<file path="src/hw/rtl/motor_soft_start_direction_fsm_core_macros.svh">
// Assertion helpers shared by the RTL that checks itself.
// Each macro samples on the rising edge of clk and is switched off during reset.
`ifndef MOTOR_SOFT_START_DIRECTION_FSM_CORE_MACROS_SVH
`define MOTOR_SOFT_START_DIRECTION_FSM_CORE_MACROS_SVH

// Same-cycle implication.
`define MSSDF_ASSERT_NOW(lbl, ante, cons) \
    lbl: assert property (@(posedge clk) disable iff (!rst_n) (ante) |-> (cons)) \
        else $error("assertion failed: same-cycle implication");

// Next-cycle implication.
`define MSSDF_ASSERT_NEXT(lbl, ante, cons) \
    lbl: assert property (@(posedge clk) disable iff (!rst_n) (ante) |=> (cons)) \
        else $error("assertion failed: next-cycle implication");

`endif

</file>
<file path="src/hw/rtl/mssdf_pkg.sv">
package mssdf_pkg;

    typedef enum logic [2:0] {
        CMD_TICK   = 3'd0,
        CMD_FWD    = 3'd1,
        CMD_BWD    = 3'd2,
        CMD_STOP   = 3'd3,
        CMD_DIRECT = 3'd4
    } cmd_t;

    typedef enum logic [1:0] {
        RUN_STOP = 2'd0,
        RUN_FWD  = 2'd1,
        RUN_BWD  = 2'd2
    } run_t;

    typedef enum logic [1:0] {
        CTL_IDLE,
        CTL_CALC,
        CTL_FINISH
    } ctl_state_t;

    typedef enum logic [1:0] {
        RS_IDLE,
        RS_MUL,
        RS_DIV,
        RS_DONE
    } ramp_state_t;

    typedef enum logic [1:0] {
        CFG_SPEED_LIMIT = 2'd0,
        CFG_RAMP_TIME   = 2'd1,
        CFG_TICK_INTVL  = 2'd2
    } cfg_idx_t;

    typedef struct packed {
        logic start;
    } ramp_ctl_t;

    typedef struct packed {
        logic busy;
        logic done;
    } ramp_sts_t;

    localparam int MIN_SPEED_INT = 30;

    localparam logic [6:0]  SPEED_LIMIT_RST = 7'd117;
    localparam logic [15:0] RAMP_TIME_RST   = 16'd2000;
    localparam logic [15:0] TICK_INTVL_RST  = 16'd200;

    localparam logic signed [15:0] DIRECT_MAX = 16'sd127;
    localparam logic signed [15:0] DIRECT_MIN = -16'sd127;
    localparam logic signed [7:0]  DRIVE_MAX  = 8'sd127;
    localparam logic signed [7:0]  DRIVE_MIN  = -8'sd127;

endpackage

</file>
<file path="src/hw/rtl/mssdf_req_if.sv">
interface mssdf_req_if;
    logic               valid;
    logic               ready;
    logic [2:0]         cmd;
    logic               inhibit;
    logic signed [15:0] direct_speed;

    modport source (output valid, output cmd, output inhibit, output direct_speed,
                    input ready);
    modport sink   (input valid, input cmd, input inhibit, input direct_speed,
                    output ready);
endinterface

</file>
<file path="src/hw/rtl/mssdf_res_if.sv">
interface mssdf_res_if;
    logic              valid;
    logic              ready;
    logic              drive_write;
    logic signed [7:0] drive;
    logic [1:0]        run_state;
    logic              rejected;

    modport source (output valid, output drive_write, output drive, output run_state,
                    output rejected, input ready);
    modport sink   (input valid, input drive_write, input drive, input run_state,
                    input rejected, output ready);
endinterface

</file>
<file path="src/hw/rtl/motor_soft_start_direction_fsm_core.sv">
// Soft-start motor controller with stop / forward / backward run states.
// request (sink): cmd, inhibit, direct_speed; taken when valid and ready are high.
// result (source): drive_write, drive, run_state, rejected; one per request.
// cfg_write / cfg_index / cfg_data: 0 speed limit, 1 ramp time, 2 tick interval;
// write only while no request is outstanding.
// A tick while running passes through the serial ramp unit: 16 multiply steps
// (one tick-interval bit each), 23 + FRAC_BITS divide steps (one quotient bit
// each), one saturate step and one hand-over step; the next request is taken
// only once its result has moved into the output register. Every other request,
// and a tick while stopped or inhibited, skips the ramp unit and goes straight
// to the hand-over step.
// The result sits in an output register: while a stalled receiver holds it,
// the next request is still taken and waits finished; the request after that
// waits until the receiver takes the held result.
// Reset stops the motor, clears the ramp speed and loads the register defaults
// (limit 117, ramp time 2000, tick interval 200); no result is pending.
module motor_soft_start_direction_fsm_core #(
    parameter int FRAC_BITS = 8
) (
    input  logic        clk,
    input  logic        rst_n,
    mssdf_req_if.sink   request,
    mssdf_res_if.source result,
    input  logic        cfg_write,
    input  logic [1:0]  cfg_index,
    input  logic [15:0] cfg_data
);

    `include "motor_soft_start_direction_fsm_core_macros.svh"

    localparam int W = 7 + FRAC_BITS;
    localparam logic [W-1:0] SMIN = W'(mssdf_pkg::MIN_SPEED_INT) << FRAC_BITS;

    // configuration
    logic [6:0]  speed_limit_reg;
    logic [15:0] ramp_time_reg;
    logic [15:0] tick_intvl_reg;

    // control state
    mssdf_pkg::ctl_state_t state_reg, state_next;
    mssdf_pkg::run_t       motion_reg, motion_next;
    logic [W-1:0]          speed_reg;
    logic                  res_valid_reg, res_valid_next;

    // result waiting for the output register
    logic              pend_write_reg;
    logic signed [7:0] pend_drive_reg;
    logic              pend_rej_reg;
    mssdf_pkg::run_t   pend_run_reg;

    // output register
    logic              out_write_reg;
    logic signed [7:0] out_drive_reg;
    logic              out_rej_reg;
    mssdf_pkg::run_t   out_run_reg;

    mssdf_pkg::cmd_t      cmd;
    mssdf_pkg::ramp_ctl_t ramp_ctl;
    mssdf_pkg::ramp_sts_t ramp_sts;
    logic [W-1:0]         ramp_speed;

    logic              accept;
    logic              tick_run;
    logic              out_free;
    logic              load_out;
    logic              dec_write;
    logic signed [7:0] dec_drive;
    logic              dec_rej;
    logic              dec_clear;
    logic signed [7:0] run_mag;
    logic signed [7:0] run_drive;

    assign cmd      = mssdf_pkg::cmd_t'(request.cmd);
    assign tick_run = (cmd == mssdf_pkg::CMD_TICK) && (motion_reg != mssdf_pkg::RUN_STOP)
                      && !request.inhibit;
    assign out_free = !res_valid_reg || result.ready;

    // drive from the fresh ramp speed: integer part, negated when running backward
    assign run_mag   = signed'({1'b0, ramp_speed[W-1:FRAC_BITS]});
    assign run_drive = (motion_reg == mssdf_pkg::RUN_BWD) ? -run_mag : run_mag;

    mssdf_ramp #(
        .FRAC_BITS (FRAC_BITS)
    ) u_ramp (
        .clk       (clk),
        .rst_n     (rst_n),
        .ctl       (ramp_ctl),
        .speed     (speed_reg),
        .limit     (speed_limit_reg),
        .ramp_time (ramp_time_reg),
        .interval  (tick_intvl_reg),
        .sts       (ramp_sts),
        .new_speed (ramp_speed)
    );

    // Next state
    always_comb
    begin
        state_next = state_reg;
        case (state_reg)
            mssdf_pkg::CTL_IDLE:
            begin
                if (request.valid)
                begin
                    state_next = tick_run ? mssdf_pkg::CTL_CALC : mssdf_pkg::CTL_FINISH;
                end
            end
            mssdf_pkg::CTL_CALC:
            begin
                if (ramp_sts.done)
                begin
                    state_next = mssdf_pkg::CTL_FINISH;
                end
            end
            mssdf_pkg::CTL_FINISH:
            begin
                if (out_free)
                begin
                    state_next = mssdf_pkg::CTL_IDLE;
                end
            end
            default:
            begin
                state_next = mssdf_pkg::CTL_IDLE;
            end
        endcase
    end

    // State outputs
    always_comb
    begin
        request.ready  = (state_reg == mssdf_pkg::CTL_IDLE);
        accept         = (state_reg == mssdf_pkg::CTL_IDLE) && request.valid;
        ramp_ctl.start = accept && tick_run;
        load_out       = (state_reg == mssdf_pkg::CTL_FINISH) && out_free;
    end

    // Decode the request: direction changes take effect at acceptance
    always_comb
    begin
        motion_next = motion_reg;
        dec_write   = 1'b0;
        dec_drive   = '0;
        dec_rej     = 1'b0;
        dec_clear   = 1'b0;
        case (cmd)
            mssdf_pkg::CMD_TICK:
            begin
                dec_write = 1'b1;
                // stopped or inhibited: drop the speed and write a zero drive
                dec_clear = !tick_run;
            end
            mssdf_pkg::CMD_FWD:
            begin
                if (motion_reg == mssdf_pkg::RUN_BWD)
                begin
                    dec_rej = 1'b1;
                end
                else
                begin
                    motion_next = mssdf_pkg::RUN_FWD;
                end
            end
            mssdf_pkg::CMD_BWD:
            begin
                if (motion_reg == mssdf_pkg::RUN_FWD)
                begin
                    dec_rej = 1'b1;
                end
                else
                begin
                    motion_next = mssdf_pkg::RUN_BWD;
                end
            end
            mssdf_pkg::CMD_STOP:
            begin
                motion_next = mssdf_pkg::RUN_STOP;
            end
            mssdf_pkg::CMD_DIRECT:
            begin
                dec_write = 1'b1;
                if (request.direct_speed > mssdf_pkg::DIRECT_MAX)
                begin
                    dec_drive = mssdf_pkg::DRIVE_MAX;
                end
                else if (request.direct_speed < mssdf_pkg::DIRECT_MIN)
                begin
                    dec_drive = mssdf_pkg::DRIVE_MIN;
                end
                else
                begin
                    dec_drive = request.direct_speed[7:0];
                end
            end
            default:
            begin
            end
        endcase
    end

    // Hold the output valid until taken; reload it as the pending result moves in
    always_comb
    begin
        res_valid_next = res_valid_reg;
        if (load_out)
        begin
            res_valid_next = 1'b1;
        end
        else if (result.ready)
        begin
            res_valid_next = 1'b0;
        end
    end

    always_ff @(posedge clk or negedge rst_n)
    begin
        if (!rst_n)
        begin
            state_reg       <= mssdf_pkg::CTL_IDLE;
            motion_reg      <= mssdf_pkg::RUN_STOP;
            speed_reg       <= '0;
            res_valid_reg   <= 1'b0;
            speed_limit_reg <= mssdf_pkg::SPEED_LIMIT_RST;
            ramp_time_reg   <= mssdf_pkg::RAMP_TIME_RST;
            tick_intvl_reg  <= mssdf_pkg::TICK_INTVL_RST;
        end
        else
        begin
            state_reg     <= state_next;
            res_valid_reg <= res_valid_next;
            if (accept)
            begin
                motion_reg <= motion_next;
                if (dec_clear)
                begin
                    speed_reg <= '0;
                end
            end
            if ((state_reg == mssdf_pkg::CTL_CALC) && ramp_sts.done)
            begin
                speed_reg <= ramp_speed;
            end
            if (cfg_write)
            begin
                case (cfg_index)
                    mssdf_pkg::CFG_SPEED_LIMIT: speed_limit_reg <= cfg_data[6:0];
                    mssdf_pkg::CFG_RAMP_TIME:   ramp_time_reg   <= cfg_data;
                    mssdf_pkg::CFG_TICK_INTVL:  tick_intvl_reg  <= cfg_data;
                    default:
                    begin
                    end
                endcase
            end
        end
    end

    // Payload: pending result and output register
    always_ff @(posedge clk)
    begin
        if (accept)
        begin
            pend_write_reg <= dec_write;
            pend_drive_reg <= dec_drive;
            pend_rej_reg   <= dec_rej;
            pend_run_reg   <= motion_next;
        end
        if ((state_reg == mssdf_pkg::CTL_CALC) && ramp_sts.done)
        begin
            pend_drive_reg <= run_drive;
        end
        if (load_out)
        begin
            out_write_reg <= pend_write_reg;
            out_drive_reg <= pend_drive_reg;
            out_rej_reg   <= pend_rej_reg;
            out_run_reg   <= pend_run_reg;
        end
    end

    assign result.valid       = res_valid_reg;
    assign result.drive_write = out_write_reg;
    assign result.drive       = out_drive_reg;
    assign result.run_state   = out_run_reg;
    assign result.rejected    = out_rej_reg;

    // The ramp unit is only ever busy behind an accepted tick
    `MSSDF_ASSERT_NOW(a_ramp_idle_when_ready, request.ready, !ramp_sts.busy)
    // Every accepted request leaves the idle state
    `MSSDF_ASSERT_NEXT(a_accept_leaves_idle, accept, state_reg != mssdf_pkg::CTL_IDLE)
    // A result without a drive write carries a zero drive
    `MSSDF_ASSERT_NOW(a_no_write_zero_drive, res_valid_reg && !out_write_reg, out_drive_reg == 8'sd0)
    // The ramp speed is either cleared or at least the floor
    `MSSDF_ASSERT_NOW(a_speed_floor, 1'b1, speed_reg == '0 || speed_reg >= SMIN)

endmodule

</file>
<file path="src/hw/rtl/mssdf_ramp.sv">
// Serial ramp step: shift-add multiply, restoring divide, then saturate and floor.
module mssdf_ramp #(
    parameter int FRAC_BITS = 8
) (
    input  logic                   clk,
    input  logic                   rst_n,
    input  mssdf_pkg::ramp_ctl_t   ctl,
    input  logic [6+FRAC_BITS:0]   speed,
    input  logic [6:0]             limit,
    input  logic [15:0]            ramp_time,
    input  logic [15:0]            interval,
    output mssdf_pkg::ramp_sts_t   sts,
    output logic [6+FRAC_BITS:0]   new_speed
);

    localparam int W  = 7 + FRAC_BITS;
    localparam int P  = 16 + W;
    localparam int CW = $clog2(P);
    localparam logic [W-1:0] SMAX = {W{1'b1}};
    localparam logic [W-1:0] SMIN = W'(mssdf_pkg::MIN_SPEED_INT) << FRAC_BITS;

    mssdf_pkg::ramp_state_t state_reg, state_next;

    logic [W-1:0]  dmag_reg;
    logic          neg_reg;
    logic [15:0]   mplier_reg;
    logic [P-1:0]  acc_reg;
    logic [15:0]   rem_reg;
    logic [15:0]   div_reg;
    logic [CW-1:0] cnt_reg;

    logic [W-1:0]  target;
    logic [P-1:0]  addend;
    logic [16:0]   rem_sh;
    logic [16:0]   rem_sub;
    logic          ge;
    logic [P:0]    sum_up;
    logic [W-1:0]  s_up;
    logic [W-1:0]  s_dn;
    logic [W-1:0]  s_sat;

    assign target  = {limit, {FRAC_BITS{1'b0}}};
    assign addend  = mplier_reg[15] ? P'(dmag_reg) : '0;
    assign rem_sh  = {rem_reg, acc_reg[P-1]};
    assign rem_sub = rem_sh - {1'b0, div_reg};
    assign ge      = rem_sh >= {1'b0, div_reg};

    // acc_reg holds the quotient magnitude once the divide has run
    assign sum_up = {1'b0, acc_reg} + (P+1)'(speed);
    assign s_up   = (sum_up > (P+1)'(SMAX)) ? SMAX : sum_up[W-1:0];
    assign s_dn   = (acc_reg >= P'(speed)) ? '0 : (speed - acc_reg[W-1:0]);
    assign s_sat  = neg_reg ? s_dn : s_up;
    assign new_speed = (s_sat < SMIN) ? SMIN : s_sat;

    always_comb
    begin
        state_next = state_reg;
        case (state_reg)
            mssdf_pkg::RS_IDLE:
            begin
                if (ctl.start)
                begin
                    state_next = mssdf_pkg::RS_MUL;
                end
            end
            mssdf_pkg::RS_MUL:
            begin
                if (cnt_reg == CW'(15))
                begin
                    state_next = mssdf_pkg::RS_DIV;
                end
            end
            mssdf_pkg::RS_DIV:
            begin
                if (cnt_reg == CW'(P - 1))
                begin
                    state_next = mssdf_pkg::RS_DONE;
                end
            end
            mssdf_pkg::RS_DONE:
            begin
                state_next = mssdf_pkg::RS_IDLE;
            end
            default:
            begin
                state_next = mssdf_pkg::RS_IDLE;
            end
        endcase
    end

    always_comb
    begin
        sts.busy = (state_reg != mssdf_pkg::RS_IDLE);
        sts.done = (state_reg == mssdf_pkg::RS_DONE);
    end

    always_ff @(posedge clk or negedge rst_n)
    begin
        if (!rst_n)
        begin
            state_reg <= mssdf_pkg::RS_IDLE;
            cnt_reg   <= '0;
        end
        else
        begin
            state_reg <= state_next;
            if (state_reg != state_next)
            begin
                cnt_reg <= '0;
            end
            else if (state_reg == mssdf_pkg::RS_MUL || state_reg == mssdf_pkg::RS_DIV)
            begin
                cnt_reg <= cnt_reg + CW'(1);
            end
        end
    end

    always_ff @(posedge clk)
    begin
        case (state_reg)
            mssdf_pkg::RS_IDLE:
            begin
                if (ctl.start)
                begin
                    neg_reg    <= speed > target;
                    dmag_reg   <= (speed > target) ? (speed - target) : (target - speed);
                    mplier_reg <= interval;
                    acc_reg    <= '0;
                    rem_reg    <= '0;
                    // a zero time constant counts as one
                    div_reg    <= (ramp_time == '0) ? 16'd1 : ramp_time;
                end
            end
            mssdf_pkg::RS_MUL:
            begin
                acc_reg    <= {acc_reg[P-2:0], 1'b0} + addend;
                mplier_reg <= {mplier_reg[14:0], 1'b0};
            end
            mssdf_pkg::RS_DIV:
            begin
                rem_reg <= ge ? rem_sub[15:0] : rem_sh[15:0];
                acc_reg <= {acc_reg[P-2:0], ge};
            end
            default:
            begin
            end
        endcase
    end

endmodule

</file>
<file path="src/flat_wrapper.sv">
// flat-port wrapper written by rule: the top's interface ports become plain ports
module motor_soft_start_direction_fsm_core_flat 
#(
    parameter int FRAC_BITS = 8
)
  (clk, rst_n, cfg_write, cfg_index, cfg_data, request_valid, request_cmd, request_inhibit, request_direct_speed, request_ready, result_valid, result_drive_write, result_drive, result_run_state, result_rejected, result_ready);
  mssdf_req_if request_i ();
  mssdf_res_if result_i ();
  input  logic clk;
  input  logic rst_n;
  input  logic cfg_write;
  input  logic [1:0] cfg_index;
  input  logic [15:0] cfg_data;
  input wire logic [$bits(request_i.valid)-1:0] request_valid;
  input wire logic [$bits(request_i.cmd)-1:0] request_cmd;
  input wire logic [$bits(request_i.inhibit)-1:0] request_inhibit;
  input wire logic [$bits(request_i.direct_speed)-1:0] request_direct_speed;
  output wire logic [$bits(request_i.ready)-1:0] request_ready;
  output wire logic [$bits(result_i.valid)-1:0] result_valid;
  output wire logic [$bits(result_i.drive_write)-1:0] result_drive_write;
  output wire logic [$bits(result_i.drive)-1:0] result_drive;
  output wire logic [$bits(result_i.run_state)-1:0] result_run_state;
  output wire logic [$bits(result_i.rejected)-1:0] result_rejected;
  input wire logic [$bits(result_i.ready)-1:0] result_ready;
  assign request_i.valid = request_valid;
  assign request_i.cmd = request_cmd;
  assign request_i.inhibit = request_inhibit;
  assign request_i.direct_speed = request_direct_speed;
  assign request_ready = request_i.ready;
  assign result_valid = result_i.valid;
  assign result_drive_write = result_i.drive_write;
  assign result_drive = result_i.drive;
  assign result_run_state = result_i.run_state;
  assign result_rejected = result_i.rejected;
  assign result_i.ready = result_ready;
  motor_soft_start_direction_fsm_core #(.FRAC_BITS(FRAC_BITS)) u_core (.clk(clk), .rst_n(rst_n), .request(request_i), .result(result_i), .cfg_write(cfg_write), .cfg_index(cfg_index), .cfg_data(cfg_data));
endmodule
</file>
<file path="config.mk">
export PLATFORM = sky130hd
export DESIGN_NAME = motor_soft_start_direction_fsm_core_flat
export DESIGN_NICKNAME = d
export VERILOG_FILES = /design/src/hw/rtl/mssdf_pkg.sv /design/src/hw/rtl/mssdf_req_if.sv /design/src/hw/rtl/mssdf_res_if.sv /design/src/hw/rtl/motor_soft_start_direction_fsm_core.sv /design/src/hw/rtl/mssdf_ramp.sv /design/src/flat_wrapper.sv
export VERILOG_INCLUDE_DIRS = /design/src /design/src/hw/rtl
export SDC_FILE = /design/constraint.sdc
export NUM_CORES = 1
export LEC_CHECK = 0
export BUFFER_PORTS_ARGS = -buffer_cell sky130_fd_sc_hd__buf_2
export CORE_MARGIN = 2
export CORE_UTILIZATION = 30
export DETAILED_ROUTE_END_ITERATION = 16
export HOLD_SLACK_MARGIN = 0.03
export SLEW_MARGIN = 5
export SYNTH_ARGS = -nofsm -noshare
export SYNTH_HDL_FRONTEND = slang
export SYNTH_SLANG_ARGS = --single-unit
</file>
<file path="constraint.sdc">
create_clock -name clk -period 4.4 [get_ports clk]
set_input_delay 0.66 -clock clk [delete_from_list [all_inputs] [get_ports clk]]
set_output_delay 0.66 -clock clk [all_outputs]
set_load 0.05 [all_outputs]
</file>
# Word level (Yosys, flattened, before mapping)
# Cells that the tools add are included.
# word_totals
reg_bits	185
in_bits	43
# op_classes
add_sub_neg	8
order_cmp	7
n_eq_ne	20
mux	43
n_reduce_logical	34
# ops
operator	count
15-bit 2-to-1 mux	9
31-bit one-hot mux with 3 select lines	1
16-bit one-hot mux with 2 select lines	2
16-bit 2-to-1 mux	3
8-bit 2-to-1 mux	6
15-bit subtractor	3
31-bit by 15-bit adder with 32-bit output	1
32-bit by 15-bit greater-than comparator with 1-bit output, second input constant	1
31-bit adder	1
31-bit by 15-bit greater-or-equal comparator with 1-bit output	1
31-bit 2-to-1 mux	1
2-bit 2-to-1 mux	9
17-bit by 16-bit greater-or-equal comparator with 1-bit output	1
16-bit by 8-bit greater-than comparator with 1-bit output, second input constant	1
16-bit zero test	1
16-bit by 8-bit less-than comparator with 1-bit output, second input constant	1
2-bit AND reduction	8
16-bit subtractor	1
15-bit greater-than comparator	1
15-bit by 13-bit less-than comparator with 1-bit output, second input constant	1
2-bit nonzero test	7
2-bit one-hot mux with 3 select lines	2
2-bit equality test, second input constant	5
5-bit 2-to-1 mux	2
other kinds (22)	43

# Longest topological paths before layout
# depth
word_depth	9
mapped_depth	18

# Modules after synthesis
# From an unflattened synthesis, not the netlist that was laid out.
# unflattened
cells_unflattened	1335
hier_area_um2	12972.4
# modules_own_cells
module	instances	cells_each	area_each_um2	seq_area_each_um2
mssdf_ramp	1	1100	9586.7	3027.9
motor_soft_start_direction_fsm_core	1	235	3385.7	2214.6

# Worst setup path before layout
# No wires, ideal clock.
# synth_path
kind	reg-to-reg
start	register u_core.u_ramp.acc_reg[1]
end	register u_core.pend_drive_reg[4] (data pin)
setup_ps	260
arrival_time_ps	3730
required_time_ps	4140
slack_ps	410
path_stages_with_launch	18
cell_sequence	edfxtp_1 inv_1 ha_1 nor2b_1 o211ai_2 a2111oi_4 nor3_4 a2111oi_1 and3_1 and4b_1 a31oi_1 buf_6 or2_2 inv_1 ha_1 nor3b_1 a211o_1 nand3_1
# synth_via
elab_chain_cells	9
# synth_rtl
item	line	source
start: declaration	mssdf_ramp.sv:27	logic [P-1:0] acc_reg;
start signal: assignment	mssdf_ramp.sv:136	acc_reg <= {acc_reg[P-2:0], 1'b0} + addend;
start signal: assignment	mssdf_ramp.sv:142	acc_reg <= {acc_reg[P-2:0], ge};
31-bit by 15-bit adder with 32-bit output	mssdf_ramp.sv:49	assign sum_up = {1'b0, acc_reg} + (P+1)'(speed);
32-bit by 15-bit greater-than comparator with 1-bit output	mssdf_ramp.sv:50	assign s_up = (sum_up > (P+1)'(SMAX)) ? SMAX : sum_up[W-1:0];
15-bit 2-to-1 mux	mssdf_ramp.sv:50	
15-bit 2-to-1 mux (*)	mssdf_ramp.sv:52	assign s_sat = neg_reg ? s_dn : s_up;
15-bit by 13-bit less-than comparator with 1-bit output	mssdf_ramp.sv:53	assign new_speed = (s_sat < SMIN) ? SMIN : s_sat;
15-bit 2-to-1 mux (*)	mssdf_ramp.sv:53	
7-bit negator with 8-bit output	motor_soft_start_direction_fsm_core.sv:80	assign run_drive = (motion_reg == mssdf_pkg::RUN_BWD) ? -run_mag : run_mag;
8-bit 2-to-1 mux (*)	motor_soft_start_direction_fsm_core.sv:80	
8-bit 2-to-1 mux (*)	motor_soft_start_direction_fsm_core.sv:267	if ((state_reg == mssdf_pkg::CTL_CALC) && ramp_sts.done)
end signal: assignment	motor_soft_start_direction_fsm_core.sv:263	pend_drive_reg <= dec_drive;
end signal: assignment	motor_soft_start_direction_fsm_core.sv:269	pend_drive_reg <= run_drive;
end: declaration	motor_soft_start_direction_fsm_core.sv:47	logic signed [7:0] pend_drive_reg;
# Mark *: on every way between the ends. The rest lies on a longest branch, timed or not.
# A chain may end at the register's enable or synchronous reset.

# Worst setup path after layout
# layout_path
start	register u_core.u_ramp.acc_reg[0]
end	register u_core.pend_drive_reg[4] (data pin)
# The elaborated chain is that of the path after synthesis.

==> impl_metrics.ini <==
[outcome]
outcome = finished clean

[setup_path]
crit_arrival_ns = 4.47
rr_worst_depth = 18
cp-end-kind = flip-flop
worstSetupPathType = flip-flop to flip-flop
crit_family = compound AO/OA/AOI/OAI gates
r2r_end = u_core.pend_drive_reg[4]
crit_buf_inv = 3
r2r_start = u_core.u_ramp.acc_reg[0]
crit_chain = ha_1 > inv_1 > fa_1 > o21bai_2 > o2111ai_2 > a21o_1 > o211ai_1 > buf_4 > a31o_1 > a21oi_2 > o21a_1 > a31oi_2 > or2_2 > inv_1 > ha_1 > nor3b_4 > a211o_1 > nand3_1
cpPeakStageDelay_ns = 0.43
startpoint_type = flip-flop
cp.required_ns = 4.72
ff2ff_setup_slack_ns = 0.25
cp_max_fo = 5
crit_slowest_cell = edfxtp_1

[final_layout]
multi_input_comb_area_um2 = 7300
fillCellCount = 4380
seq_area_um2 = 5240
diodes = 0
largest_register_ffs = 31
drive_above_1_share_pct = 19.5
syn2layout_area_growth_pct = 14.7
stdcell_area_um2 = 15100
final_nets = 1580

[yosys]
synth-edff-count = 119
async_flop_share_pct = 35.7
ys_ff_latch = 185
ys_dominant_reg_cell = edfxtp_1
yosysWarningCount = 0
synth.avg_cell_area_um2 = 9.56
syn_nets = 1518
syn_inst = 1373
syn_area_um2 = 13100
netlist.area_leader.share_pct = 27.2
ys_seq_area_share_pct = 39.9
synth_area_leaders = edfxtp_1 27%, dfrtp_1 9.9%, ha_1 9.2%
ys_types = 95
synth_area_leader_cell = edfxtp_1

[pwr]
comb_power_share_pct = 44.7
pwr-share-clk_pct = 23.3
vdd.ir_drop.worst_v = 0.000259
swShare_pct = 40.7
power.density_nw_per_um2 = 482
p_int_w = 0.00431
switching_power_w = 0.00295
power_w = 0.00726
pwr-share-seq_pct = 32.1
power.leakage_nw = 5.99

[clock_network]
cts_htree_levels = 4
cts_root_buf = clkbuf_16
clk_pin_slew_ns = 0.09
clock_sinks = 185
cts_tree = yes
clock_path_buffers = 2
clock_latency_ns = 0.46
numCtsBuffers = 17

[global_route]
grt.total_usage_pct = 15.6
antenna_found_initial = 0
grt_pass1_wl_um = 55500
overflow = 0
grt_max_degree = 38
grt_pass1_vias = 10424

[placed_design]
placed_cell_area_um2 = 14300
globalplace.congestion = 0.923
dpl.hpwl_um = 26000
numPortBuffers = 56

[run]
drv_cap = 0

[die]
design.die.area_um2 = 45400
die_x_um = 213
row_count = 76
core_area_um2 = 43200
ioPinCount = 57
die_y_um = 213
start_util_pct = 30.4

[timing]
fin_crit_sh_pct = 94.3
hold_violations = 0
post-route-min-period_ns = 4.15
tightest_slew_ns = 1.04
timing.fmax_ghz = 0.241
skew_ns = 0.0120
finalSetupViolations = 0
holdWs_ns = 0.324
slew_headroom_pct = 30.2
maxSlewViolCount = 0

[route]
routed_wl_um = 34600
ant_nets = 0
drc_errors = 0
avgRoutedWirePerCell_um = 17.0
firstDrtPassIters = 5
viasPerCell = 5.26
vias = 10690
drt_first_iter_violations = 850

[worst_hold_path]
min_path_type = input port to asynchronous set/reset pin
==> power by group through the flow <==
stage | clock, W | combinational [W] | sequential [W]
6_report | 0.00169 | 0.00325 | 0.00233
5_1_grt | 0.00180 | 0.00358 | 0.00236
4_1_cts | 0.00173 | 0.00311 | 0.00233
3_5_place_dp | 0 | 0.00309 | 0.00236
3_3_place_gp | 0 | 0.00308 | 0.00235
2_1_floorplan | 0 | 0.00218 | 0.00242
==> Yosys cell counts, drive strengths merged (22+ instances only) <==
cell	number
nand3	32
a31oi	22
nor2	121
xnor2	30
mux2i	22
clkbuf	58
edfxtp	119
o21ai	100
and2	22
a21o	22
ha	97
dfrtp	52
a21oi	74
mux2	54
inv	96
nand4	34
nor3	38
nand2	88
==> final cells by class <==
type,instances,share of cell area [%]
Tap cell,585,4.86
Multi-Input combinational cell,1015,48.5
Clock inverter,15,1.50
Timing Repair Buffer,120,5.05
Inverter,96,2.41
Clock buffer,17,2.83
Sequential cell,185,34.8
==> per-layer routing <==
metal | track usage [%] | up-vias | routed length, um
li1 | - | 5174 | -
met2 | 25.8 | 263 | 16100
met3 | 2.65 | 50 | 1450
met5 | 0 | - | 0
met4 | 4.50 | 0 | 546
met1 | 20.9 | 5203 | 16500
==> how the worst max path moves through the flow <==
| stage | from | to | slack [ns] | cells past startpoint |
|---|---|---|---|---|
| global route | u_core.speed_reg[0] | u_core.pend_drive_reg[4] | -0.02 | 19 |
| detailed placement | u_core.speed_reg[0] | u_core.pend_drive_reg[4] | 0.08 | 18 |
| global placement | u_core.speed_reg[0] | u_core.pend_drive_reg[4] | 0.20 | 18 |
| finish | u_core.u_ramp.acc_reg[0] | u_core.pend_drive_reg[4] | 0.25 | 18 |
| CTS | u_core.speed_reg[0] | u_core.pend_drive_reg[4] | 0.04 | 18 |
| floorplan | u_core.u_ramp.acc_reg[1] | u_core.pend_drive_reg[4] | 0.41 | 17 |
==> placed cells by master, fill, tap and decap left out, types with 7 or more instances in the layout <==
cell type and count:
a211oi_1 15, a21boi_0 7, a21o_1 22, a21oi_1 69
a22oi_1 14, a31oi_1 19, and2_1 22, and3_1 9
buf_2 56, buf_4 64, clkbuf_16 17, dfrtp_1 52
dfstp_2 14, edfxtp_1 119, ha_1 91, inv_1 91
mux2_2 54, mux2i_1 22, nand2_1 87, nand2b_1 12
nand3_1 31, nand4_1 33, nor2_1 119, nor2b_1 19
nor3_1 35, nor4_1 15, o211ai_1 8, o21a_1 10
o21ai_0 87, o21ai_1 10, o31ai_1 7, or2_2 7
or3_1 10, xnor2_1 30, xor2_1 11
==> kinds of logic after synthesis <==
logic type / count (synthesis) / share of synthesized area [%]
buffers and inverters: 173 / 5.35
multiplexers: 76 / 6.31
flip-flops: 185 / 39.9
AND/OR/NAND/NOR: 439 / 17.1
AO/OA/AOI/OAI: 357 / 18.6
adder cells (fa/ha/maj): 102 / 10.0
XOR/XNOR: 41 / 2.74
==> per-stage QoR <==
| stage | worst slack (ns) | std cells | TNS (ns) | util (%) |
|---|---|---|---|---|
| after global routing | -0.0235 | 2033 | -0.0235 | 34.9 |
| after CTS | 0.0405 | 2029 | 0 | 34.5 |
| after detailed placement | 0.0789 | 1997 | 0 | 33.0 |
| after global placement | 0.201 | 1997 | 0 | 33.0 |
| after floorplan | 0.410 | 1373 | 0 | - |
| final | 0.251 | 2033 | 0 | 34.9 |
==> what timing repair did <==
| item | in CTS | in global routing |
|---|---|---|
| buffers inserted | 0 | 4 |
| gates resized for setup | 0 | 26 |
| setup endpoints to repair | 0 | 6 |
| hold buffers | 0 | 0 |
(Power assumes the default switching activity.)
